[src/rtl/ccl_pkg.sv]
`timescale 1ns / 1ps
// ----------------------------------------------------------------------------
// ccl_pkg
// Shared constants, codes and control types of the connected component labeler.
// ----------------------------------------------------------------------------
package ccl_pkg;

   // field widths and defaults
   localparam int MAX_VERTICES_DEF = 64;
   localparam int VERTEX_W         = 6;
   localparam int COUNT_W          = 7;
   localparam int FUNC_W           = 2;

   localparam logic [COUNT_W-1:0] VERTEX_COUNT_RST = 7'd64;

   // operation codes
   localparam logic [FUNC_W-1:0] FUNC_ADD   = 2'd0;
   localparam logic [FUNC_W-1:0] FUNC_RUN   = 2'd1;
   localparam logic [FUNC_W-1:0] FUNC_CLEAR = 2'd2;

   // controller states
   typedef enum logic [3:0] {
      ST_IDLE,
      ST_ADD_RD_A,
      ST_ADD_WR_A,
      ST_ADD_RD_B,
      ST_ADD_WR_B,
      ST_FIND_ROOT,
      ST_POP,
      ST_ROW_RD,
      ST_ROW_LOAD,
      ST_PUSH,
      ST_EMIT
   } ccl_state_type;

   // controller to datapath
   typedef struct packed {
      logic capture;
      logic clear_adj;
      logic edge_rd;
      logic edge_wr;
      logic edge_sel_b;
      logic run_init;
      logic take_root;
      logic pop;
      logic row_rd;
      logic row_load;
      logic push;
      logic emit_init;
      logic emit;
   } ccl_cmd_type;

   // datapath to controller
   typedef struct packed {
      logic edge_ok;
      logic root_found;
      logic stack_empty;
      logic pending_any;
      logic emit_last;
   } ccl_status_type;

endpackage

[src/rtl/ccl_ctrl.sv]
`timescale 1ns / 1ps
// ----------------------------------------------------------------------------
// ccl_ctrl
// Sequencer for edge insert, clear, depth-first labeling and result emission.
// ----------------------------------------------------------------------------
module ccl_ctrl import ccl_pkg::*; (
   input  logic                clock,
   input  logic                reset,
   input  logic                start,
   input  logic [FUNC_W-1:0]   req_func,
   input  ccl_status_type      status,
   output logic                busy,
   output ccl_cmd_type         cmd
);

   ccl_state_type state_ff;
   ccl_state_type state_in;

   // state register
   always_ff @(posedge clock) begin
      if (reset) begin
         state_ff <= ST_IDLE;
      end else begin
         state_ff <= state_in;
      end
   end

   // next state
   always_comb begin
      state_in = state_ff;
      case (state_ff)
         ST_IDLE: begin
            if (start) begin
               case (req_func)
                  FUNC_ADD: begin
                     if (status.edge_ok) state_in = ST_ADD_RD_A;
                  end
                  FUNC_RUN: state_in = ST_FIND_ROOT;
                  default:  state_in = ST_IDLE;
               endcase
            end
         end
         ST_ADD_RD_A: state_in = ST_ADD_WR_A;
         ST_ADD_WR_A: state_in = ST_ADD_RD_B;
         ST_ADD_RD_B: state_in = ST_ADD_WR_B;
         ST_ADD_WR_B: state_in = ST_IDLE;
         ST_FIND_ROOT: begin
            if (status.root_found) state_in = ST_POP;
            else                   state_in = ST_EMIT;
         end
         ST_POP: begin
            if (status.stack_empty) state_in = ST_FIND_ROOT;
            else                    state_in = ST_ROW_RD;
         end
         ST_ROW_RD:   state_in = ST_ROW_LOAD;
         ST_ROW_LOAD: state_in = ST_PUSH;
         ST_PUSH: begin
            if (!status.pending_any) state_in = ST_POP;
         end
         ST_EMIT: begin
            if (status.emit_last) state_in = ST_IDLE;
         end
         default: state_in = ST_IDLE;
      endcase
   end

   // command outputs
   always_comb begin
      cmd  = '0;
      busy = (state_ff != ST_IDLE);
      case (state_ff)
         ST_IDLE: begin
            if (start) begin
               cmd.capture = 1'b1;
               case (req_func)
                  FUNC_RUN:   cmd.run_init  = 1'b1;
                  FUNC_CLEAR: cmd.clear_adj = 1'b1;
                  default:    cmd.capture   = 1'b1;
               endcase
            end
         end
         ST_ADD_RD_A: cmd.edge_rd = 1'b1;
         ST_ADD_WR_A: cmd.edge_wr = 1'b1;
         ST_ADD_RD_B: begin
            cmd.edge_rd    = 1'b1;
            cmd.edge_sel_b = 1'b1;
         end
         ST_ADD_WR_B: begin
            cmd.edge_wr    = 1'b1;
            cmd.edge_sel_b = 1'b1;
         end
         ST_FIND_ROOT: begin
            if (status.root_found) cmd.take_root = 1'b1;
            else                   cmd.emit_init = 1'b1;
         end
         ST_POP: begin
            if (!status.stack_empty) cmd.pop = 1'b1;
         end
         ST_ROW_RD:   cmd.row_rd   = 1'b1;
         ST_ROW_LOAD: cmd.row_load = 1'b1;
         ST_PUSH: begin
            if (status.pending_any) cmd.push = 1'b1;
         end
         ST_EMIT: cmd.emit = 1'b1;
         default: cmd = '0;
      endcase
   end

endmodule

[config.mk]
export PLATFORM = sky130hd
export DESIGN_NAME = ccl_ctrl
export DESIGN_NICKNAME = d
export VERILOG_FILES = /design/src/rtl/ccl_pkg.sv /design/src/rtl/ccl_ctrl.sv
export SDC_FILE = /design/constraint.sdc
export NUM_CORES = 1
export LEC_CHECK = 0
export BUFFER_PORTS_ARGS = -buffer_cell sky130_fd_sc_hd__buf_2
export CORE_AREA = 2 2 39 41
export DETAILED_ROUTE_END_ITERATION = 8
export DIE_AREA = 0 0 41 43
export PLACE_DENSITY = 0.75
export SETUP_SLACK_MARGIN = 0.05
export SLEW_MARGIN = 20
export SYNTH_ARGS = -nofsm -noshare
export SYNTH_HDL_FRONTEND = slang
export SYNTH_SLANG_ARGS = --single-unit
[constraint.sdc]
create_clock -name clock -period 3.5 [get_ports clock]
set_input_delay 0.35 -clock clock [delete_from_list [all_inputs] [get_ports clock]]
set_output_delay 0.35 -clock clock [all_outputs]
set_load 0.02 [all_outputs]
; ---- Yosys cells after proc, flatten, opt, wreduce, memory -nomap -nowiden
; Cells that the tools add are included.
[classes]
reduce_logical = 7
muxes = 28
eq_ne = 16
[ops]
columns = cell, n
row1 = 4-bit case mux with 10 select lines, 1
row2 = 4-bit two-way mux, 5
row3 = 1-bit two-way mux, 18
row4 = "4-bit by 3-bit == test with 1-bit output, second input constant", 4
row5 = "4-bit == test, second input constant", 3
row6 = "4-bit by 2-bit == test with 1-bit output, second input constant", 2
row7 = 4-bit case mux with 2 select lines, 1
row8 = 2-bit two-way mux, 3
row9 = "2-bit inequality test, second input constant", 3
row10 = 2-bit OR reduction, 3
row11 = "4-bit by 1-bit == test with 1-bit output, second input constant", 1
row12 = 4-bit zero test, 1
row13 = 4-bit AND reduction, 1
row14 = 4-bit nonzero test, 1
row15 = "3-bit inequality test, second input constant", 1
row16 = "2-bit by 1-bit == test with 1-bit output, second input constant", 1
row17 = "2-bit == test, second input constant", 1
row18 = 2-bit zero test, 1
[totals]
in_bits = 10
word_cells = 52
output_inout_bits = 14
regBits = 4

; ---- Depth between registers and ports, before layout
; Gate-level depths: netlist (run 1).
[logic_depth]
ltp_word = 4
mapped_depth = 4
ltp_nobuf = 3

; ---- Least setup slack after synthesis (run 1)
; No wires, ideal clock.
[synth_path]
path_type = register -> output
start = register state_ff[1]
end = output cmd[7] in the netlist's numbering
stages_incl_launch_ff = 5
arrival_time_ps = 1346
required_time_ps = 3150
slack_ps = 1804
path_cell_list = dfxtp_1 -> buf_2 -> nor2_1 -> nand3_1 -> nor3b_1
[synth_lines]
columns = item, line_no
row1 = from (decl), ccl_ctrl.sv:16  ; ccl_state_type state_ff;
row2 = from (signal assigned), ccl_ctrl.sv:24  ; state_ff <= state_in;
row3 = to (decl), ccl_ctrl.sv:13  ; output ccl_cmd_type cmd

==> results of run 1 <==
layout make-up:
| class | instances | area [µm²] | area share |
|---|---|---|---|
| Inverter | 2 | 7.51 | 0.0128 |
| Multi-Input combinational cell | 51 | 340 | 0.581 |
| Clock buffer | 3 | 22.5 | 0.0385 |
| Timing Repair Buffer | 23 | 115 | 0.197 |
| Sequential cell | 4 | 80.1 | 0.137 |
| Tap cell | 16 | 20.0 | 0.0342 |
path summary, 6_finish.rpt:
path	startpoint	end	slack [ns]	cells after the start
worst min-delay path	reset	state_ff[3]$_SDFFE_PP0P_	0.36	2
worst min register to register	state_ff[3]$_SDFFE_PP0P_	state_ff[1]$_SDFFE_PP0P_	0.83	3
worst max-delay path	state_ff[1]$_SDFFE_PP0P_	cmd[7]	1.66	4
worst max register to register	state_ff[1]$_SDFFE_PP0P_	state_ff[2]$_SDFFE_PP0P_	1.88	3
cell families after synthesis:
logic type             count (synthesis)  synth area share
AO/OA/AOI/OAI                         16             0.278
XOR/XNOR                               1            0.0197
flip-flops                             4             0.180
buffers and inverters                  6            0.0562
AND/OR/NAND/NOR                       34             0.466
cells in the final DEF (no fill, tap or decap), types with 2 or more instances in the layout:
cell and count:
inv_1 2, clkbuf_4 3, nor3b_1 2, nand3_1 2, dfxtp_1 4, nor2_1 3
nor2b_1 4, nor3_1 4, o31a_1 2, and3_1 2, or4_1 2, a21oi_1 3
nand2_1 2, buf_2 23, nand2b_1 5
power by group through the flow:
stage	Clock, mW	Combinational (mW)	Sequential, mW
6_report	0.0549	0.0598	0.0577
2_1_floorplan	0	0.0466	0.0519
3_5_place_dp	0	0.0602	0.0581
3_3_place_gp	0	0.0595	0.0576
5_1_grt	0.0608	0.0662	0.0590
4_1_cts	0.0582	0.0604	0.0575
worst reg2reg max path: cells and delay by family, from the launching register on:
family,cells,cell delay [ns]
AO/OA/AOI/OAI,2,0.50
AND/OR/NAND/NOR,1,0.58
flip-flops,1,0.46
per-layer routing:
metal	vias to the layer above	global-route usage
met5	-	0
met4	0	0.0800
met3	0	0.0314
met2	13	0.197
met1	232	0.199
li1	273	-
metrics by stage:
| step | setup WS (ns) | instances | utilization |
|---|---|---|---|
| after floorplan | 1.80 | 61 | - |
| after global placement | 1.92 | 96 | 0.407 |
| after detailed placement | 1.90 | 96 | 0.407 |
| after CTS | 1.65 | 99 | 0.423 |
| after global routing | 1.51 | 99 | 0.423 |
| final | 1.66 | 99 | 0.423 |
==> metrics.md, run 1 <==
| Metric | Value |
|---|---|
| Drt wl/cell | `about 11 µm` |
| Leakage | `around 0.28 nW` |
| CP startpoint kind | `register` |
| ANT cells | `0` |
| Fill cells | `146` |
| Uppermost layer routed | `met3` |
| Fin nets | `95` |
| Crit-path slowest cell | `dfxtp_1` |
| Comb power frac | `0.347` |
| Post-synth EDFFs | `0` |
| CP Class | `register to output port` |
| PwrDens | `294 mW/mm²` |
| Routed Antenna Nets | `0` |
| Setup tns final | `0 ns` |
| Number of I/O port buffers | `23` |
| Syn. warnings | `0` |
| FFs w/ async S/R, synth | `0` |
| Die X | `41 µm` |
| CP delay by family, top | `simple AND/OR/NAND/NOR gates` |
| Die height | `43 µm` |
| Final instance area | `586 µm²` |
| Largest register FFs | `4` |
| Largest reg by FF count | `state_ff` |
| # H-tree levels | `1` |
| First-pass GRT wire length | `between 1500 and 2000 µm` |
| Initial antenna violation count | `0` |
| Synth top area share | `0.180` |
| Fin. max-slew vios | `0` |
| Final setup fails | `0` |
| Worst path bufs/invs | `1` |
| Sw frac | `0.341` |
| Met2 routed WL | `503 µm` |
| Max-cap violations | `0` |
| Post-Syn Area | `between 400 and 500 µm²` |
| Total Power | `0.172 mW` |
| Status | `finished clean` |
| Final Hold Fails | `0` |
| Unrepaired setup endpoints after global routing | `no` |
| GRT Util Overall | `0.144` |
| GRT overflow | `0` |
| Netlist cell types | `36` |
| Largest net degree at the start of global routing | `19` |
| Synth top cells by count | `5 x nand2b_1, 4 x dfxtp_1, 4 x nor2b_1, 4 x nor3_1` |
| Routed length on met3 | `75 µm` |
| Clk_skew | `0.000711 ns` |
| M1 WL | `510 µm` |
| Main synth FF type | `dfxtp_1` |
| Min Tclk post-route | `1.84 ns` |
| Clock latency on the worst-skew pair | `0.23 ns` |
| Pint | `0.113 mW` |
| Vias in the first global route | `420` |
| Detailed-route via count | `between 500 and 600` |
| Syn Area/Cell | `7.30 µm²` |
| Switch Pwr | `just under 0.06 mW` |
| DP Area | `563 µm²` |
| Initial drt markers | `13` |
| HP Class | `input pin to register` |
| Top-count cell post-synth | `nand2b_1` |
| CTS Sinks | `4` |
| # hold bufs at CTS | `0` |
| Yosys reg bits | `4` |
| Worst vdd ir | `0.176 mV` |
| Final period util | `0.527` |
| I/O pin cnt | `24` |
| Crit path DAT | `between 1 and 1.5 ns` |
| Area Growth Syn to Fin | `31.5%` |
| Total CTS buffers | `3` |
| Crit-path max cell delay | `0.46 ns` |
| Share of cells above drive strength 1 | `0.349` |
| GP Congestion | `0.787` |
| First-pass DRT Iterations | `4` |
| Root Driver | `clkbuf_4` |
| Critical path cell sequence | `nor2_1, nand3_1, nor3b_1, buf_2` |
| Die area | `0.00176 mm²` |
| Power share of the clock group | `0.319` |
| Crit end category | `output port` |
| Clk slew on worst S/H paths | `0.03 ns` |
| CTS max path bufs | `2` |
| Tightest Pin Transition | `0.537 ns` |
| Post-cts sizing count | `0` |
| CTS tree | `built` |
| Area leader, netlist | `dfxtp_1` |
| Regs by FF count | `state_ff (4)` |
| Final wirelength | `1090 µm` |
| Hold_ws | `0.361 ns` |
| Rows | `14` |
| Mean number of vias per cell | `5.23` |
| Syn nets | `71` |
| HPWL after DPL | `811 µm` |
| Cells after synthesis | `61` |
| Initial Utilization | `0.322` |
| Leading post-synthesis cells by cell area | `dfxtp_1 18%, nand2b_1 7.0%, nor2b_1 5.6%` |
| Max-slew headroom | `0.642` |
| Residual DRC | `0` |
| Seq/Total Area, Yosys | `0.180` |
| Post-CTS Setup Inserts | `0` |
| Max FO, Critical Path | `18` |
| Critical Path RT | `3.15 ns` |
| Core area | `0.00138 mm²` |
| Fmax | `0.542 GHz` |
| Reg power frac | `0.335` |
No activity file was read; power rests on OpenSTA's default activity.
==> inputs of run 2 (changes only) <==
==> constraint.sdc (replaced) <==
create_clock -name clock -period 1.7 [get_ports clock]
set_input_delay 0.17 -clock clock [delete_from_list [all_inputs] [get_ports clock]]
set_output_delay 0.17 -clock clock [all_outputs]
set_load 0.02 [all_outputs]
==> metrics.md, run 2 (same netlist as run 1, synthesis figures left out) <==
| Metric | Value |
|---|---|
| Worst path bufs/invs | `2 (was 1)` |
| Drt wl/cell | `11.9 µm (was 11.0 µm)` |
| Critical Path RT | `1.53 ns (was 3.15 ns)` |
| Core area | `0.00138 mm² (unchanged)` |
| Initial Utilization | `0.322 (unchanged)` |
| DP Area | `586 µm² (was 563 µm²)` |
| Rows | `14 (unchanged)` |
| Initial drt markers | `9 (was 13)` |
| PwrDens | `586 mW/mm² (was 294 mW/mm²)` |
| I/O pin cnt | `24 (unchanged)` |
| Residual DRC | `0 (unchanged)` |
| Fmax | `0.649 GHz` |
| Clock latency on the worst-skew pair | `0.23 ns (about the same)` |
| First-pass DRT Iterations | `4 (unchanged)` |
| Max-cap violations | `0 (unchanged)` |
| Final period util | `0.907` |
| Leakage | `0.304 nW (was 0.280 nW)` |
| Tightest Pin Transition | `0.330 ns (was 0.537 ns)` |
| Post-Route Utilization | `0.456 (was 0.423)` |
| Die X | `41 µm (unchanged)` |
| Largest register FFs | `4 (unchanged)` |
| Fin. max-slew vios | `0 (unchanged)` |
| Post-CTS Setup Inserts | `0 (unchanged)` |
| Final setup fails | `0 (unchanged)` |
| Crit path DAT | `1.37 ns (was 1.49 ns)` |
| GRT overflow | `0 (unchanged)` |
| GP Congestion | `0.885 (was 0.787)` |
| HPWL after DPL | `934 µm (was 811 µm)` |
| CP delay by family, top | `simple AND/OR/NAND/NOR gates (unchanged)` |
| Largest reg by FF count | `state_ff (unchanged)` |
| Critical path cell sequence | `buf_4, nor2_2, nand3_2, nor3b_2, buf_4 (was nor2_1, nand3_1, nor3b_1, buf_2)` |
| First-pass GRT wire length | `2080 µm (was 1750 µm)` |
| Share of cells above drive strength 1 | `0.442 (was 0.349)` |
| Crit-path slowest cell | `dfxtp_2 (was dfxtp_1)` |
| Max-slew headroom | `0.780 (was 0.642)` |
| Routed Antenna Nets | `0 (unchanged)` |
| CTS max path bufs | `2 (unchanged)` |
| CP Class | `register to output port (unchanged)` |
| Fin nets | `98 (was 95)` |
| Final wirelength | `1210 µm (was 1090 µm)` |
| Fill cells | `147 (was 146)` |
| Hold_ws | `0.188 ns (was 0.361 ns)` |
| Crit end category | `output port (unchanged)` |
| HP Class | `input pin to register (unchanged)` |
| Root Driver | `clkbuf_4 (unchanged)` |
| Largest net degree at the start of global routing | `19 (unchanged)` |
| Max FO, Critical Path | `10 (was 18)` |
| CTS Sinks | `4 (unchanged)` |
| Min Tclk post-route | `1.54 ns` |
| Final Hold Fails | `0 (unchanged)` |
| Area Growth Syn to Fin | `41.6% (was 31.5%)` |
| Vias in the first global route | `491 (was 420)` |
| Die area | `0.00176 mm² (unchanged)` |
| ANT cells | `0 (unchanged)` |
| Final instance area | `631 µm² (was 586 µm²)` |
| Total CTS buffers | `3 (unchanged)` |
| Number of I/O port buffers | `23 (unchanged)` |
| Commonest cells after routing, fill and taps aside | `22 x buf_2, 5 x nand2b_1, 4 x nor3_1, 4 x nor2b_1, 4 x buf_4 (was 23 x buf_2, 5 x nand2b_1, 4 x nor3_1, 4 x nor2b_1, 4 x dfxtp_1)` |
| Die height | `43 µm (unchanged)` |
| Status | `finished clean (unchanged)` |
| Initial antenna violation count | `0 (unchanged)` |
| Clk slew on worst S/H paths | `0.04 ns (was 0.03 ns)` |
| Crit-path max cell delay | `0.35 ns (was 0.46 ns)` |
| # hold bufs at CTS | `0 (unchanged)` |
| Worst vdd ir | `0.389 mV (was 0.176 mV)` |
| CTS tree | `built (unchanged)` |
| Commonest non-fill, non-tap cell in the layout | `buf_2 (unchanged)` |
| Unrepaired setup endpoints after global routing | `no (unchanged)` |
| Crit-path most repeated cell | `buf_4` |
| Regs by FF count | `state_ff (4) (unchanged)` |
| CP startpoint kind | `register (unchanged)` |
| Placed cell count | `99 (was 96)` |
| Clk_skew | `0.00209 ns (was 0.000711 ns)` |
| GRT Util Overall | `0.173 (was 0.144)` |
| # H-tree levels | `1 (unchanged)` |
| Mean number of vias per cell | `5.34 (was 5.23)` |
| Detailed-route via count | `545 (was 518)` |
| Setup tns final | `0 ns (unchanged)` |
| Non-filler instance count after layout | `102 (was 99)` |
[run 2: cell count changes in the layout (fill, tap and decap cells not counted)]
| cell | change |
|---|---|
| nor3b_2 | +2 |
| nand3_2 | +1 |
| nor3b_1 | -2 |
| buf_4 | +4 |
| dfxtp_2 | +2 |
| nor2_2 | +1 |
| nor2_1 | -1 |
| nand3_1 | -1 |
| buf_2 | -1 |
| dfxtp_1 | -2 |
[run 2: report_power, final]
group	internal, mW	switching (mW)
Combinational	0.0618	0.0797
Clock	0.0788	0.0362
Sequential	0.100	0.0126
[run 2: repair_timing]
action,in CTS,in global routing
pin swaps,0,0
endpoints found under the hold margin,0,0
gates resized for setup,2,5
setup endpoints to repair,3,5
[run 2: area by class of cell]
| class | instances | area (µm²) | area share |
|---|---|---|---|
| repair buffers | 26 | 140 | 0.222 |
| inverters | 2 | 7.51 | 0.0119 |
| multi-input cells | 51 | 358 | 0.567 |
| clock buffers | 3 | 22.5 | 0.0357 |
| flip-flops and latches | 4 | 82.6 | 0.131 |
| well taps | 16 | 20.0 | 0.0317 |
[run 2: metrics by stage]
stage / power, mW / setup slack [ns]
2_1_floorplan: 0.203 / 0.184
3_3_place_gp: 0.246 / 0.184
3_5_place_dp: 0.249 / 0.126
4_1_cts: 0.373 / 0.0619
5_1_grt: 0.400 / 0.0430
6_report: 0.370 / 0.159
[run 2: worst paths after layout]
kind	startpoint	to	slack, ns	cells past startpoint
setup / recovery	state_ff[1]$_SDFFE_PP0P_	cmd[7]	0.16	5
hold / removal	reset	state_ff[2]$_SDFFE_PP0P_	0.19	2
setup reg to reg	state_ff[0]$_SDFFE_PP0P_	state_ff[2]$_SDFFE_PP0P_	0.20	3
hold reg to reg	state_ff[1]$_SDFFE_PP0P_	state_ff[0]$_SDFFE_PP0P_	0.66	2
[run 2: routing by layer]
layer  track usage  share of wire  up-vias
met5             0              0        -
met4         0.113          0.018        0
met3        0.0366          0.066        4
met2         0.228           0.49       15
met1         0.240           0.43      246
li1              -              -      280
==> inputs of run 3 (changes only) <==
--- a/config.mk
+++ b/config.mk
@@ -6,11 +6,12 @@
 export NUM_CORES = 1
 export LEC_CHECK = 0
 export BUFFER_PORTS_ARGS = -buffer_cell sky130_fd_sc_hd__buf_2
-export CORE_AREA = 2 2 39 41
+export CORE_AREA = 2 2 40 42
 export DETAILED_ROUTE_END_ITERATION = 8
-export DIE_AREA = 0 0 41 43
-export PLACE_DENSITY = 0.75
+export DIE_AREA = 0 0 42 44
+export PLACE_DENSITY = 0.72
 export SETUP_SLACK_MARGIN = 0.05
+export SKIP_LAST_GASP = 1
 export SLEW_MARGIN = 20
 export SYNTH_ARGS = -nofsm -noshare
 export SYNTH_HDL_FRONTEND = slang
==> metrics.md, run 3 (same netlist as run 1, synthesis figures left out) <==
| Metric | Value |
|---|---|
| Status | `finished clean (unchanged)` |
| Final Hold Fails | `0 (unchanged)` |
| ANT cells | `0 (unchanged)` |
| Vias in the first global route | `525 (was 491)` |
| Max-cap violations | `0 (unchanged)` |
| CTS Sinks | `4 (unchanged)` |
| Routed Antenna Nets | `0 (unchanged)` |
| Final wirelength | `1280 µm (was 1210 µm)` |
| Die area | `0.00185 mm² (was 0.00176 mm²)` |
| Area Growth Syn to Fin | `45.8% (was 41.6%)` |
| Place WS | `0.213 ns (was 0.126 ns)` |
| Clk slew on worst S/H paths | `0.04 ns (about the same)` |
| Leakage | `0.312 nW (was 0.304 nW)` |
| Commonest non-fill, non-tap cell in the layout | `buf_2 (unchanged)` |
| Final setup fails | `0 (unchanged)` |
| I/O pin cnt | `24 (unchanged)` |
| HP Class | `input pin to register (unchanged)` |
| Setup tns final | `0 ns (unchanged)` |
| CP Class | `register to output port (unchanged)` |
| Regs by FF count | `state_ff (4) (unchanged)` |
| Initial drt markers | `3 (was 9)` |
| # hold bufs at CTS | `0 (unchanged)` |
| Initial antenna violation count | `0 (unchanged)` |
| Core area | `0.00142 mm² (was 0.00138 mm²)` |
| Crit path DAT | `1.41 ns (was 1.37 ns)` |
| GRT Util Overall | `0.153 (was 0.173)` |
| GP Congestion | `0.841 (was 0.885)` |
| CP startpoint kind | `register (unchanged)` |
| Rows | `14 (unchanged)` |
| Share of cells above drive strength 1 | `0.460 (was 0.442)` |
| Critical Path RT | `1.53 ns (about the same)` |
| DP Area | `593 µm² (was 586 µm²)` |
| First-pass GRT wire length | `2150 µm (was 2080 µm)` |
| Clock latency on the worst-skew pair | `0.24 ns (was 0.23 ns)` |
| # H-tree levels | `1 (unchanged)` |
| Worst vdd ir | `0.538 mV (was 0.389 mV)` |
| Detailed-route via count | `566 (was 545)` |
| Unrepaired setup endpoints after global routing | `yes (was no)` |
| CTS max path bufs | `2 (unchanged)` |
| PwrDens | `585 mW/mm² (was 586 mW/mm²)` |
| Clk_skew | `0.00248 ns (was 0.00209 ns)` |
| Non-filler instance count after layout | `103 (was 102)` |
| Initial Utilization | `0.314 (was 0.322)` |
| Fin. max-slew vios | `0 (unchanged)` |
| Tightest Pin Transition | `0.305 ns (was 0.330 ns)` |
| CTS tree | `built (unchanged)` |
| Residual DRC | `0 (unchanged)` |
| Max FO, Critical Path | `13 (was 10)` |
| Commonest cells after routing, fill and taps aside | `23 x buf_2, 5 x nand2b_1, 4 x buf_4 (was 22 x buf_2, 5 x nand2b_1, 4 x nor3_1, 4 x nor2b_1, 4 x buf_4)` |
| Fin nets | `99 (was 98)` |
| Max-slew headroom | `0.797 (was 0.780)` |
| Min Tclk post-route | `1.58 ns (was 1.54 ns)` |
| Drt wl/cell | `12.5 µm (was 11.9 µm)` |
| Total CTS buffers | `3 (unchanged)` |
| Largest reg by FF count | `state_ff (unchanged)` |
| GRT overflow | `0 (unchanged)` |
| Largest net degree at the start of global routing | `14 (was 19)` |
| Root Driver | `clkbuf_4 (unchanged)` |
| Final instance area | `649 µm² (was 631 µm²)` |
| Placed cell count | `100 (was 99)` |
| Die height | `44 µm (was 43 µm)` |
| Mean number of vias per cell | `5.50 (was 5.34)` |
| Setup WS post-layout | `0.122 ns (was 0.159 ns)` |
| Fmax | `0.634 GHz (was 0.649 GHz)` |
| Final period util | `0.928 (was 0.907)` |
| Fill cells | `156 (was 147)` |
| First-pass DRT Iterations | `4 (unchanged)` |
| Crit end category | `output port (unchanged)` |
| Die X | `42 µm (was 41 µm)` |
| HPWL after DPL | `952 µm (was 934 µm)` |
| Number of I/O port buffers | `23 (unchanged)` |
| Largest register FFs | `4 (unchanged)` |
## run 3: metrics by stage
step	hold WS, ns	power (mW)	utilization
3_5_place_dp	0.411	0.252	0.418
3_3_place_gp	0.413	0.251	0.418
6_report	0.168	0.380	0.458
2_1_floorplan	0.239	0.203	-
5_1_grt	0.166	0.410	0.458
4_1_cts	0.163	0.374	0.437
## run 3: final timing paths
kind | cells past startpoint | start | slack [ns] | endpoint
max reg2reg | 3 | state_ff[0]$_SDFFE_PP0P_ | 0.22 | state_ff[2]$_SDFFE_PP0P_
min | 2 | reset | 0.17 | state_ff[2]$_SDFFE_PP0P_
min reg2reg | 3 | state_ff[3]$_SDFFE_PP0P_ | 0.69 | state_ff[1]$_SDFFE_PP0P_
max | 5 | state_ff[1]$_SDFFE_PP0P_ | 0.12 | cmd[7]
## run 3: layer usage
| layer | track usage | vias up | wire [µm] |
|---|---|---|---|
| met1 | 0.155 | 258 | 513 |
| li1 | - | 285 | - |
| met4 | 0.0903 | 0 | 17 |
| met3 | 0.0375 | 3 | 69 |
| met5 | 0 | - | 0 |
| met2 | 0.284 | 20 | 683 |
## run 3: what timing repair did
action | CTS | global route
buffers inserted | 0 | 0
setup endpoints to repair | 3 | 5
endpoints found under the hold margin | 0 | 0
resized for setup | 2 | 7
## run 3: area by class of cell
cell class	instances	area, µm²	share of cell area
clock buffers	3	22.5	0.0347
inverters	2	7.51	0.0116
repair buffers	27	145	0.224
well taps	16	20.0	0.0308
multi-input cells	51	370	0.570
flip-flops and latches	4	83.8	0.129
## run 3: worst max-delay path: stages (launching register included)
cell and delay [ns]:
dfxtp_1 0.34, buf_4 0.20, nor2_4 0.13, nand3_2 0.13, nor3b_2 0.19, buf_2 0.18
## run 3: where the power goes
part / leakage, nW / internal (mW) / switching, mW / total [mW]
Combinational: 0.265 / 0.0661 / 0.0882 / 0.154
Clock: 0.0138 / 0.0788 / 0.0374 / 0.116
Sequential: 0.0332 / 0.0999 / 0.00916 / 0.109
Total: 0.312 / 0.245 / 0.135 / 0.380
